--- src/rtl/core/soc_pkg.sv ---
// Shared types and sizes for the substring occurrence counter.
// No dependencies; every other file of the block refers to it by scoped names.
package soc_pkg;

    localparam int PATTERN_MAX = 64;   // pattern bytes held, one per cell
    localparam int COUNT_BITS  = 10;   // width of the saturating match counter
    localparam int LEN_W       = $clog2(PATTERN_MAX + 1);
    localparam int MCOUNT_W    = 10;   // width of the match_count result field

    typedef enum logic [1:0] {
        CMD_PAT_APPEND = 2'd0,
        CMD_TEXT       = 2'd1,
        CMD_END        = 2'd2,
        CMD_PAT_CLEAR  = 2'd3
    } t_cmd;

    // per-cycle controls broadcast to every cell of the chain
    typedef struct packed {
        logic pat_shift;   // push a pattern byte in at cell 0
        logic pat_clear;   // drop the whole pattern
        logic txt_shift;   // push a text byte in at cell 0
        logic txt_clear;   // start a fresh text
    } t_cell_ctl;

endpackage

--- src/rtl/core/soc_cell.sv ---
// One cell of the compare chain: a pattern byte and a text byte, each with a
// valid bit, handed on to the next cell when shifted. Uses soc_pkg.
module soc_cell (
    input  logic                  i_clk,
    input  logic                  i_rst_n,
    input  soc_pkg::t_cell_ctl    i_ctl,
    input  logic [7:0]            i_pat_byte,
    input  logic                  i_pat_vld,
    input  logic [7:0]            i_txt_byte,
    input  logic                  i_txt_vld,
    output logic [7:0]            o_pat_byte,
    output logic                  o_pat_vld,
    output logic [7:0]            o_txt_byte,
    output logic                  o_txt_vld,
    output logic                  o_eq
);

    logic [7:0] r_pat_byte;
    logic       r_pat_vld;
    logic [7:0] r_txt_byte;
    logic       r_txt_vld;

    always_ff @(posedge i_clk) begin
        if (!i_rst_n) begin
            r_pat_vld <= 1'b0;
            r_txt_vld <= 1'b0;
        end else begin
            if (i_ctl.pat_clear) begin
                r_pat_vld <= 1'b0;
            end else if (i_ctl.pat_shift) begin
                r_pat_vld <= i_pat_vld;
            end
            if (i_ctl.txt_clear) begin
                r_txt_vld <= 1'b0;
            end else if (i_ctl.txt_shift) begin
                r_txt_vld <= i_txt_vld;
            end
        end
    end

    always_ff @(posedge i_clk) begin
        if (i_ctl.pat_shift) begin
            r_pat_byte <= i_pat_byte;
        end
        if (i_ctl.txt_shift) begin
            r_txt_byte <= i_txt_byte;
        end
    end

    // compare against the window as it stands after the incoming byte shifts in;
    // a cell beyond the pattern end always agrees
    assign o_eq       = !r_pat_vld || (i_txt_vld && (i_txt_byte == r_pat_byte));
    assign o_pat_byte = r_pat_byte;
    assign o_pat_vld  = r_pat_vld;
    assign o_txt_byte = r_txt_byte;
    assign o_txt_vld  = r_txt_vld;

endmodule

--- src/rtl/core/substring_occurrence_counter.sv ---
// Top level of the non-overlapping substring counter: chain of soc_cell
// instances, skip/count control and the result register. Uses soc_pkg.
//
//  channel | direction | handshake          | payload
//  --------+-----------+--------------------+-----------------------------------
//  input   | in        | i_valid / o_stall  | i_command, i_data_byte
//  result  | out       | o_valid / i_stall  | o_match_count, o_match_here,
//          |           |                    | o_text_done
//
// One item per cycle while o_stall is low: the whole window is compared by the
// cell chain in the cycle a text byte transfers, and the result lands in the
// output register. Reset is synchronous; no clearing pass is needed.
// o_stall rises only while a result is held and the output side stalls.
module substring_occurrence_counter (
    input  logic                         i_clk,
    input  logic                         i_rst_n,
    input  logic                         i_valid,
    output logic                         o_stall,
    input  logic [1:0]                   i_command,
    input  logic [7:0]                   i_data_byte,
    output logic                         o_valid,
    input  logic                         i_stall,
    output logic [soc_pkg::MCOUNT_W-1:0] o_match_count,
    output logic                         o_match_here,
    output logic                         o_text_done
);

    localparam int N   = soc_pkg::PATTERN_MAX;
    localparam int LW  = soc_pkg::LEN_W;
    localparam int CW  = soc_pkg::COUNT_BITS;
    localparam int MW  = soc_pkg::MCOUNT_W;

    soc_pkg::t_cmd       cmd;
    soc_pkg::t_cell_ctl  ctl;
    logic                accept;
    logic                is_text;
    logic                is_end;
    logic                pat_full;
    logic                hit;
    logic                load_out;

    logic [7:0]          pat_byte [N+1];
    logic                pat_vld  [N+1];
    logic [7:0]          txt_byte [N+1];
    logic                txt_vld  [N+1];
    logic [N-1:0]        eq;

    logic [LW-1:0]       r_pat_len, n_pat_len;
    logic [LW-1:0]       r_skip, n_skip;
    logic [CW-1:0]       r_count, n_count;
    logic [CW+MW-1:0]    count_ext;
    logic                r_out_valid;
    logic [MW-1:0]       r_out_count;
    logic                r_out_here;
    logic                r_out_done;

    assign cmd     = soc_pkg::t_cmd'(i_command);
    assign accept  = i_valid && !o_stall;
    assign is_text = accept && (cmd == soc_pkg::CMD_TEXT);
    assign is_end  = accept && (cmd == soc_pkg::CMD_END);
    assign pat_full = pat_vld[N];

    always_comb begin
        ctl.pat_shift = accept && (cmd == soc_pkg::CMD_PAT_APPEND) && !pat_full;
        ctl.pat_clear = accept && (cmd == soc_pkg::CMD_PAT_CLEAR);
        ctl.txt_shift = is_text;
        ctl.txt_clear = is_end;
    end

    assign pat_byte[0] = i_data_byte;
    assign pat_vld[0]  = 1'b1;
    assign txt_byte[0] = i_data_byte;
    assign txt_vld[0]  = 1'b1;

    for (genvar k = 0; k < N; k++) begin : g_cell
        soc_cell u_cell (
            .i_clk      (i_clk),
            .i_rst_n    (i_rst_n),
            .i_ctl      (ctl),
            .i_pat_byte (pat_byte[k]),
            .i_pat_vld  (pat_vld[k]),
            .i_txt_byte (txt_byte[k]),
            .i_txt_vld  (txt_vld[k]),
            .o_pat_byte (pat_byte[k+1]),
            .o_pat_vld  (pat_vld[k+1]),
            .o_txt_byte (txt_byte[k+1]),
            .o_txt_vld  (txt_vld[k+1]),
            .o_eq       (eq[k])
        );
    end

    // an empty pattern leaves cell 0 invalid and never matches
    assign hit = is_text && (r_skip == '0) && pat_vld[1] && (&eq);

    always_comb begin
        n_pat_len = r_pat_len;
        n_skip    = r_skip;
        n_count   = r_count;
        if (accept) begin
            case (cmd)
                soc_pkg::CMD_PAT_APPEND: begin
                    if (!pat_full) begin
                        n_pat_len = r_pat_len + LW'(1);
                    end
                end
                soc_pkg::CMD_PAT_CLEAR: begin
                    n_pat_len = '0;
                    n_skip    = '0;
                end
                soc_pkg::CMD_END: begin
                    n_skip  = '0;
                    n_count = '0;
                end
                soc_pkg::CMD_TEXT: begin
                    if (r_skip != '0) begin
                        n_skip = r_skip - LW'(1);
                    end else if (hit) begin
                        n_skip = r_pat_len - LW'(1);
                        if (r_count != '1) begin
                            n_count = r_count + CW'(1);
                        end
                    end
                end
                default: begin
                    n_skip = r_skip;
                end
            endcase
        end
    end

    always_ff @(posedge i_clk) begin
        if (!i_rst_n) begin
            r_pat_len <= '0;
            r_skip    <= '0;
            r_count   <= '0;
        end else begin
            r_pat_len <= n_pat_len;
            r_skip    <= n_skip;
            r_count   <= n_count;
        end
    end

    // report the count after this byte, or the final count on end of text
    assign load_out  = is_text || is_end;
    assign count_ext = (CW+MW)'(is_end ? r_count : n_count);

    always_ff @(posedge i_clk) begin
        if (!i_rst_n) begin
            r_out_valid <= 1'b0;
        end else if (load_out) begin
            r_out_valid <= 1'b1;
        end else if (!i_stall) begin
            r_out_valid <= 1'b0;
        end
    end

    always_ff @(posedge i_clk) begin
        if (load_out) begin
            r_out_count <= count_ext[MW-1:0];
            r_out_here  <= hit;
            r_out_done  <= is_end;
        end
    end

    // hold input while a result waits on a stalled output
    assign o_stall       = r_out_valid && i_stall;
    assign o_valid       = r_out_valid;
    assign o_match_count = r_out_count;
    assign o_match_here  = r_out_here;
    assign o_text_done   = r_out_done;

    a_skip_bound: assert property (@(posedge i_clk) disable iff (!i_rst_n)
        (r_skip == '0) || (r_skip < r_pat_len))
        else $error("skip count reaches past the pattern length");

    a_hit_arms_skip: assert property (@(posedge i_clk) disable iff (!i_rst_n)
        hit |=> (r_skip == $past(r_pat_len) - LW'(1)))
        else $error("match did not load the skip count");

    a_end_clears: assert property (@(posedge i_clk) disable iff (!i_rst_n)
        is_end |=> (r_count == '0) && (r_skip == '0) && o_valid && o_text_done
                   && !o_match_here)
        else $error("end of text did not report and clear");

endmodule
--- config.mk ---
export PLATFORM = sky130hd
export DESIGN_NAME = substring_occurrence_counter
export DESIGN_NICKNAME = d
export VERILOG_FILES = /design/src/rtl/core/soc_pkg.sv /design/src/rtl/core/soc_cell.sv /design/src/rtl/core/substring_occurrence_counter.sv
export SDC_FILE = /design/constraint.sdc
export NUM_CORES = 1
export LEC_CHECK = 0
export BUFFER_PORTS_ARGS = -buffer_cell sky130_fd_sc_hd__buf_4
export CAP_MARGIN = 30
export CORE_ASPECT_RATIO = 1.25
export CORE_MARGIN = 2
export CORE_UTILIZATION = 55
export DETAILED_ROUTE_END_ITERATION = 8
export HOLD_SLACK_MARGIN = 0.08
export PLACE_DENSITY_LB_ADDON = 0.1
export RECOVER_POWER = 25
export SETUP_SLACK_MARGIN = 0.05
export SLEW_MARGIN = 10
export SYNTH_ARGS = -nofsm -noshare
export SYNTH_HDL_FRONTEND = slang
export SYNTH_SLANG_ARGS = --single-unit
--- constraint.sdc ---
create_clock -name i_clk -period 18.1 [get_ports i_clk]
set_input_delay 0.905 -clock i_clk [delete_from_list [all_inputs] [get_ports i_clk]]
set_output_delay 0.905 -clock i_clk [all_outputs]
set_load 0.02 [all_outputs]
==> flow_summary_export.csv, run 1 <==
group,metric,value,unit
worst_setup_path,cp-start-kind,"primary input",
power,total_power,5.61,mW
placement,dp_hpwl,52800,um
clocking,path_clk_slew,0.06,ns
logic_synthesis,avgSynthCellArea,16.4,um2
logic_synthesis,seq_area_frac_synth,0.786,
logic_synthesis,ys_seq_elements,1180,
clocking,ctsLongestPathBuffers,3,
timing,rsz0062_at_grt,"false",
status,status,"finished, final reports clean",
layout,final_area,0.0485,mm2
timing,fmax,196,MHz
worst_setup_path,cp-end-kind,"flip-flop",
drt,wl_per_cell,21.5,um
floorplanning,start_util,0.557,
worst_setup_path,cp_data_arrival_time,5.38,ns
logic_synthesis,syn_nets,2644,
logic_synthesis,syn_inst,2623,
floorplanning,rows,114,
floorplanning,die-area,0.0807,mm2
logic_synthesis,synth_edf_count,1028,
timing,setup_viol,0,
clocking,post_cts_resized,0,
global_route,grt_pass1_wl,128000,um
global_route,grt.busiest_layer,"met2",
logic_synthesis,async_flop_share,0,
worst_setup_path,worstSetupPathType,"primary input to flip-flop",
global_route,track_usage,0.209,
logic_synthesis,netlist_area,0.0431,mm2
layout,diodes,0,
clocking,cts_tree,"yes",
drt,first_iter_violations,1807,
clocking,clkSinkCount,1180,
global_route,use_met1,0.269,
drt,dr.pass1.iters,5,
global_route,antenna_found_initial,1,
layout,layout.cells.most_common,"edfxtp_1",
clocking,cts-buffers-inserted,111,
placement,placed_area,0.0447,mm2
worst_setup_path,path_max_fanout,192,
timing,slew_headroom,0.229,
floorplanning,die_x,254,um
clocking,h-tree-depth,3,
floorplanning,die_h,317,um
clocking,root_buffer,"clkbuf_16",
global_route,grt_pass1_vias,21858,
layout,drive_gt1_frac,0.0783,
clocking,postCtsSetupRepairBufs,0,
drt,detail-route-antenna-nets,0,
global_route,met2_usage,0.370,
timing,worst_pin_slew,1.16,ns
drt,vias_per_cell,5.46,
logic_synthesis,ys.flop_type,"edfxtp_1",
floorplanning,core_area,0.0775,mm2
drt,wl,83300,um
global_route,grtUsageMet3,0.0300,
layout,final_nets,2758,
logic_synthesis,ys_warn_count,0,
drt,drcViolationCount,0,
worst_setup_path,cp.required,18.39,ns
power,p_leak,15.0,nW
timing,fin_crit,5.09,ns
placement,routabilityCongestion,0.830,
timing,hold_viol,0,
clocking,clk-insertion-delay-late,0.68,ns
timing,fin_skew,0.0198,ns
power,vdd_drop_max,0.0813,mV
drt,vias,21169,
clocking,cts.hold.buffers_added,0,
hold_path,worstHoldStart,"g_cell[26].u_cell.o_pat_byte[4]$_DFFE_PP_",
job,cap_violations,0,
worst_setup_path,cp-startpoint,"i_stall",
power,power_density,116,mW/mm2
timing,whs,0.462,ns
global_route,grt_start_max_net_pins,193,
timing,fin_tns_setup,0,ns
hold_path,hold_class,"flip-flop to flip-flop",
layout,layout_common_cells,"edfxtp_1, xnor2_1, nand2_1",
worst_setup_path,r2r_start,"o_valid$_SDFFE_PN0P_",
timing,final_max_slew_viol_count,0,
global_route,grt_overflow,0,
layout,syn2layout_area_growth,12.4,%
placement,io_buffer_count,27,
logic_synthesis,ys_types,57,
floorplanning,io_pins,28,
timing,finalCritPeriodShare,0.281,
-- synth_stat cells (3+ instances only) --
master       n  share of area
inv_1       13         0.0011
xor2_1      67          0.014
a31oi_1      7         0.0010
nand2b_1     4        0.00058
ha_1         7         0.0020
edfxtp_1  1028           0.72
a22o_1       4        0.00081
a21oi_1    131          0.015
buf_1        5        0.00044
o31ai_1     56         0.0097
o21ai_0      7        0.00081
and2_1       3        0.00044
nand3_1     72         0.0084
a22oi_1      3        0.00052
o21ai_1      4        0.00046
nor2_1      38         0.0033
dfxtp_1    152          0.071
o22ai_1      5        0.00073
clkbuf_1    43         0.0037
nor4_1      17         0.0025
xnor2_1    454          0.092
a211oi_1     4        0.00070
nand2_1    345          0.030
mux2i_1      4        0.00093
nor2b_1      3        0.00044
and3_1       6        0.00087
nor3_1      11         0.0013
nand4_1     94          0.014
-- cell families (layout without fill, tap and decap cells) --
group	after synthesis	after routing	share of synthesized area
DFF	1180	1180	0.786
and+or+nand+nor	608	608	0.0648
xor gates and xnor gates	521	521	0.106
AOI/OAI and AO/OA	237	237	0.0342
buffers and inverters	65	277	0.00586
adders and majority gates	7	7	0.00203
muxes	5	5	0.00119
-- routing by layer --
layer	wire [um]	vias up
met3	3450	122
met2	43400	470
met1	34600	10670
met5	9	-
li1	-	9905
met4	1830	2
-- power breakdown --
part	switching (mW)	internal [mW]	leakage (nW)	total, mW
sequential	0.0439	3.01	10.7	3.06
combinational	0.0892	0.0447	2.51	0.134
clock	0.989	1.43	1.87	2.42
total	1.12	4.49	15.0	5.61
-- final timing paths --
kind / slack [ns] / cells after the start / to
worst max register to register: 13.05 / 8 / g_cell[32].u_cell.o_pat_byte[3]$_DFFE_PP_
worst min register to register: 0.46 / 0 / g_cell[27].u_cell.o_pat_byte[4]$_DFFE_PP_
worst max-delay path: 13.01 / 9 / g_cell[32].u_cell.o_pat_byte[3]$_DFFE_PP_
worst min-delay path: 0.46 / 0 / g_cell[27].u_cell.o_pat_byte[4]$_DFFE_PP_
-- area by class of cell --
cell class / count / area (um2)
clock buffers: 134 / 2900
clock inverters: 77 / 925
fillers: 5567 / 29000
inverters: 15 / 71.3
multi-input cells: 1378 / 8980
flip-flops and latches: 1180 / 33900
well taps: 1044 / 1310
repair buffers: 51 / 403
-- sequential cells by signal (all words and copies together), names as in the netlist --
signal,flops
o_match_here,1
o_valid,1
r_skip,7
g_cell.u_cell.o_pat_byte,512
r_count,10
o_match_count,10
r_pat_len,7
g_cell.u_cell.o_pat_vld,64
o_text_done,1
g_cell.u_cell.o_txt_byte,504
g_cell.u_cell.o_txt_vld,63
-- worst max-delay path, stage by stage --
cell and delay, ns:
buf_4 0.10, and2_1 0.17, nor2b_1 0.50, nand2_1 0.11, or2_2 0.35, inv_8 0.43
buf_12 0.74, buf_4 0.84, buf_4 0.85
-- stage by stage --
step | setup WS (ns) | cells | util
floorplan | 0.906 | 2623 | -
global placement | 12.42 | 3660 | 0.576
detailed placement | 12.27 | 3666 | 0.577
CTS | 13.02 | 3877 | 0.626
global route | 12.58 | 3879 | 0.626
finish | 13.01 | 3879 | 0.626
No activity file was read; power rests on OpenSTA's default activity.
==> inputs of run 2 (changes only) <==
--- a/config.mk
+++ b/config.mk
@@ -5,6 +5,7 @@
 export SDC_FILE = /design/constraint.sdc
 export NUM_CORES = 1
 export LEC_CHECK = 0
+export ABC_AREA = 1
 export BUFFER_PORTS_ARGS = -buffer_cell sky130_fd_sc_hd__buf_4
 export CAP_MARGIN = 30
 export CORE_ASPECT_RATIO = 1.25
==> constraint.sdc (replaced) <==
create_clock -name i_clk -period 4.26 [get_ports i_clk]
set_input_delay 0.213 -clock i_clk [delete_from_list [all_inputs] [get_ports i_clk]]
set_output_delay 0.213 -clock i_clk [all_outputs]
set_load 0.02 [all_outputs]
==> run 2 against run 1 <==
Hold slack worse by 0.33 ns. Sequential cell count unchanged. Clock power increased to 4.1 times the previous value. Count of clock-buffer cells in the layout increased by 25. Clock skew increased by 0.0090 ns. Largest power group unchanged.
==> flow_summary_export.csv, run 2 <==
group,metric,value,unit
power,power_density,456,mW/mm2
clocking,clkSinkCount,1180,
logic_synthesis,synth-simple-area-share,0.147,
hold_path,hold_path_depth,5,
clocking,h-tree-depth,3,
drt,vias_per_cell,5.03,
timing,finalCritPeriodShare,0.679,
drt,detail-route-antenna-nets,0,
timing,fin_skew,0.0288,ns
logic_synthesis,avgSynthCellArea,12.0,um2
logic_synthesis,ys_seq_elements,1180,
logic_synthesis,synthTopCellsByArea,"edfxtp_1, nand2_1, dfxtp_1",
timing,fin_crit,2.89,ns
logic_synthesis,netlist_area,0.0463,mm2
logic_synthesis,synthTopCellsByCount,"edfxtp_1, nand2_1, inv_1, nor2_1, xnor2_1",
power,p_leak,19.7,nW
worst_setup_path,r2r_setup_slack,1.37,ns
global_route,track_usage,0.197,
logic_synthesis,ys.flop_type,"edfxtp_1",
worst_setup_path,cp-end-kind,"flip-flop",
logic_synthesis,ys_warn_count,0,
logic_synthesis,synth_xor_area_frac,0.0339,
layout,drive_gt1_frac,0.0860,
logic_synthesis,syn_inst,3865,
timing,hold_viol,0,
worst_setup_path,cp_slowest_stage_delay,0.40,ns
global_route,grt_pass1_vias,26003,
worst_setup_path,cpMostUsedCell,"nand2_1",
worst_setup_path,cp-start-kind,"flip-flop",
floorplanning,rows,118,
layout,final_nets,4018,
clocking,root_buffer,"clkbuf_16",
logic_synthesis,yosysTopAreaCell,"edfxtp_1",
timing,worst_pin_slew,1.14,ns
worst_setup_path,worstRegToRegCells,16,
clocking,cts_tree,"yes",
worst_setup_path,r2r_start,"g_cell[19].u_cell.o_pat_byte[4]$_DFFE_PP_",
drt,first_iter_violations,1799,
logic_synthesis,async_flop_share,0,
logic_synthesis,synthMuxAreaShare,0,
power,total_power,23.6,mW
clocking,cts-buffers-inserted,114,
drt,vias,26007,
placement,dp_hpwl,53600,um
floorplanning,start_util,0.557,
status,status,"finished, final reports clean",
layout,diodes,0,
timing,setup_viol,0,
global_route,grt_start_max_net_pins,173,
drt,drcViolationCount,0,
floorplanning,io_pins,28,
floorplanning,core_area,0.0831,mm2
drt,wl_per_cell,16.2,um
worst_setup_path,cp_data_arrival_time,3.32,ns
worst_setup_path,crit_path_top_delay_cell,"edfxtp_1",
hold_path,worstHoldStart,"i_valid",
layout,syn2layout_area_growth,11.9,%
timing,rsz0062_at_grt,"false",
clocking,path_clk_slew,0.06,ns
timing,slew_headroom,0.238,
worst_setup_path,worstSetupPathType,"flip-flop to flip-flop",
logic_synthesis,synth_top_cell_area_share,0.667,
logic_synthesis,synth_fa_ha_area_frac,0.00189,
hold_path,min_to,"r_skip[3]$_SDFFE_PN0P_",
placement,io_buffer_count,27,
layout,largest_reg_flops,512,
timing,fin_tns_setup,0,ns
global_route,grt_overflow,0,
clocking,clk-insertion-delay-late,0.68,ns
drt,wl,83900,um
global_route,grt_pass1_wl,134000,um
power,vdd_drop_max,0.345,mV
worst_setup_path,path_max_fanout,6,
clocking,postCtsSetupRepairBufs,0,
logic_synthesis,synth_compound_area_frac,0.0301,
layout,layout_common_cells,"edfxtp_1, nand2_1, inv_1",
worst_setup_path,r2r-end,"o_match_count[8]$_DFFE_PP_",
logic_synthesis,synth_edf_count,1028,
placement,routabilityCongestion,0.788,
timing,fmax,346,MHz
worst_setup_path,cp.required,4.69,ns
layout,layout.cells.most_common,"edfxtp_1",
job,cap_violations,0,
timing,final_max_slew_viol_count,0,
drt,dr.pass1.iters,5,
hold_path,hold_class,"primary input to flip-flop",
logic_synthesis,yosysMostFrequentCell,"edfxtp_1",
logic_synthesis,syn_nets,3886,
worst_setup_path,crit_path_cell_trace,"xnor2_1, nand2_1, nor2_1, nand3_1, nand2_1, nand2_1, nor2_1, nand2_1, nor2_2, nand2_4, nor3_4, nand2_1, nand3_1, o21ai_1, nand2_1, nand2_1",
logic_synthesis,ys_types,44,
clocking,ctsLongestPathBuffers,3,
logic_synthesis,seq_area_frac_synth,0.733,
timing,whs,0.134,ns
floorplanning,die_x,263,um
global_route,antenna_found_initial,0,
floorplanning,die-area,0.0865,mm2
floorplanning,die_h,328,um
logic_synthesis,synth_top_family_by_area,"simple AND/OR/NAND/NOR gates",
run 2: where the power goes:
group	internal [mW]	switching [mW]	total, mW	leakage [nW]
sequential	12.8	0.190	13.0	10.7
clock	5.73	4.15	9.88	1.82
combinational	0.229	0.490	0.719	7.18
total	18.8	4.83	23.6	19.7
run 2: timing repair:
| action | 4_1_cts | 5_1_grt |
|---|---|---|
| resized for setup | 0 | 0 |
| hold buffers | 13 | 0 |
| endpoints found under the hold margin | 36 | 0 |
run 2: layout make-up:
type | count | area (um2)
inverters | 624 | 2350
flip-flops and latches | 1180 | 33900
clock buffers | 159 | 3260
fillers | 6329 | 31400
repair buffers | 59 | 546
well taps | 1080 | 1350
clock inverters | 51 | 440
multi-input cells | 2018 | 9920
run 2: metal layers:
layer,wire [um],track usage,vias to the layer above
met5,0,0,-
met4,2170,0.0637,0
met3,3200,0.0320,136
met2,43800,0.356,407
met1,34800,0.242,12469
li1,-,-,12995
run 2: worst max path at each step:
stage	startpoint	end	slack [ns]	depth (start not counted)
3_3_place_gp	g_cell[19].u_cell.o_pat_byte[4]$_DFFE_PP_	o_match_count[8]$_DFFE_PP_	1.37	16
5_1_grt	g_cell[19].u_cell.o_pat_byte[4]$_DFFE_PP_	o_match_count[8]$_DFFE_PP_	1.15	16
4_1_cts	g_cell[19].u_cell.o_pat_byte[4]$_DFFE_PP_	o_match_count[8]$_DFFE_PP_	1.30	16
3_5_place_dp	g_cell[19].u_cell.o_pat_byte[4]$_DFFE_PP_	o_match_count[8]$_DFFE_PP_	1.31	16
2_1_floorplan	o_valid$_SDFFE_PN0P_	o_match_count[8]$_DFFE_PP_	-5.07	12
6_report	g_cell[19].u_cell.o_pat_byte[4]$_DFFE_PP_	o_match_count[8]$_DFFE_PP_	1.37	16
run 2: logic make-up (layout without fill, tap and decap cells):
kind of cell             Yosys count  in the layout
AO/OA/AOI/OAI                    237            237
XOR/XNOR                         178            178
adder cells (fa/ha/maj)            7              7
buffers and inverters            667            893
flip-flops                      1180           1180
AND/OR/NAND/NOR                 1596           1596
run 2: per-stage QoR:
step	utilization	instance area, um2	setup slack [ns]	cells
6_report	0.623	51800	1.37	5171
5_1_grt	0.623	51800	1.15	5171
4_1_cts	0.623	51800	1.30	5170
3_5_place_dp	0.577	48000	1.31	4947
3_3_place_gp	0.577	48000	1.37	4947
2_1_floorplan	-	46300	-5.07	3865
run 2: critical path, delay by kind of cell (launching register included):
| kind | cells | cell delay, ns |
|---|---|---|
| AND/OR/NAND/NOR | 14 | 1.91 |
| flip-flops | 1 | 0.40 |
| XOR/XNOR | 1 | 0.27 |
| AO/OA/AOI/OAI | 1 | 0.09 |
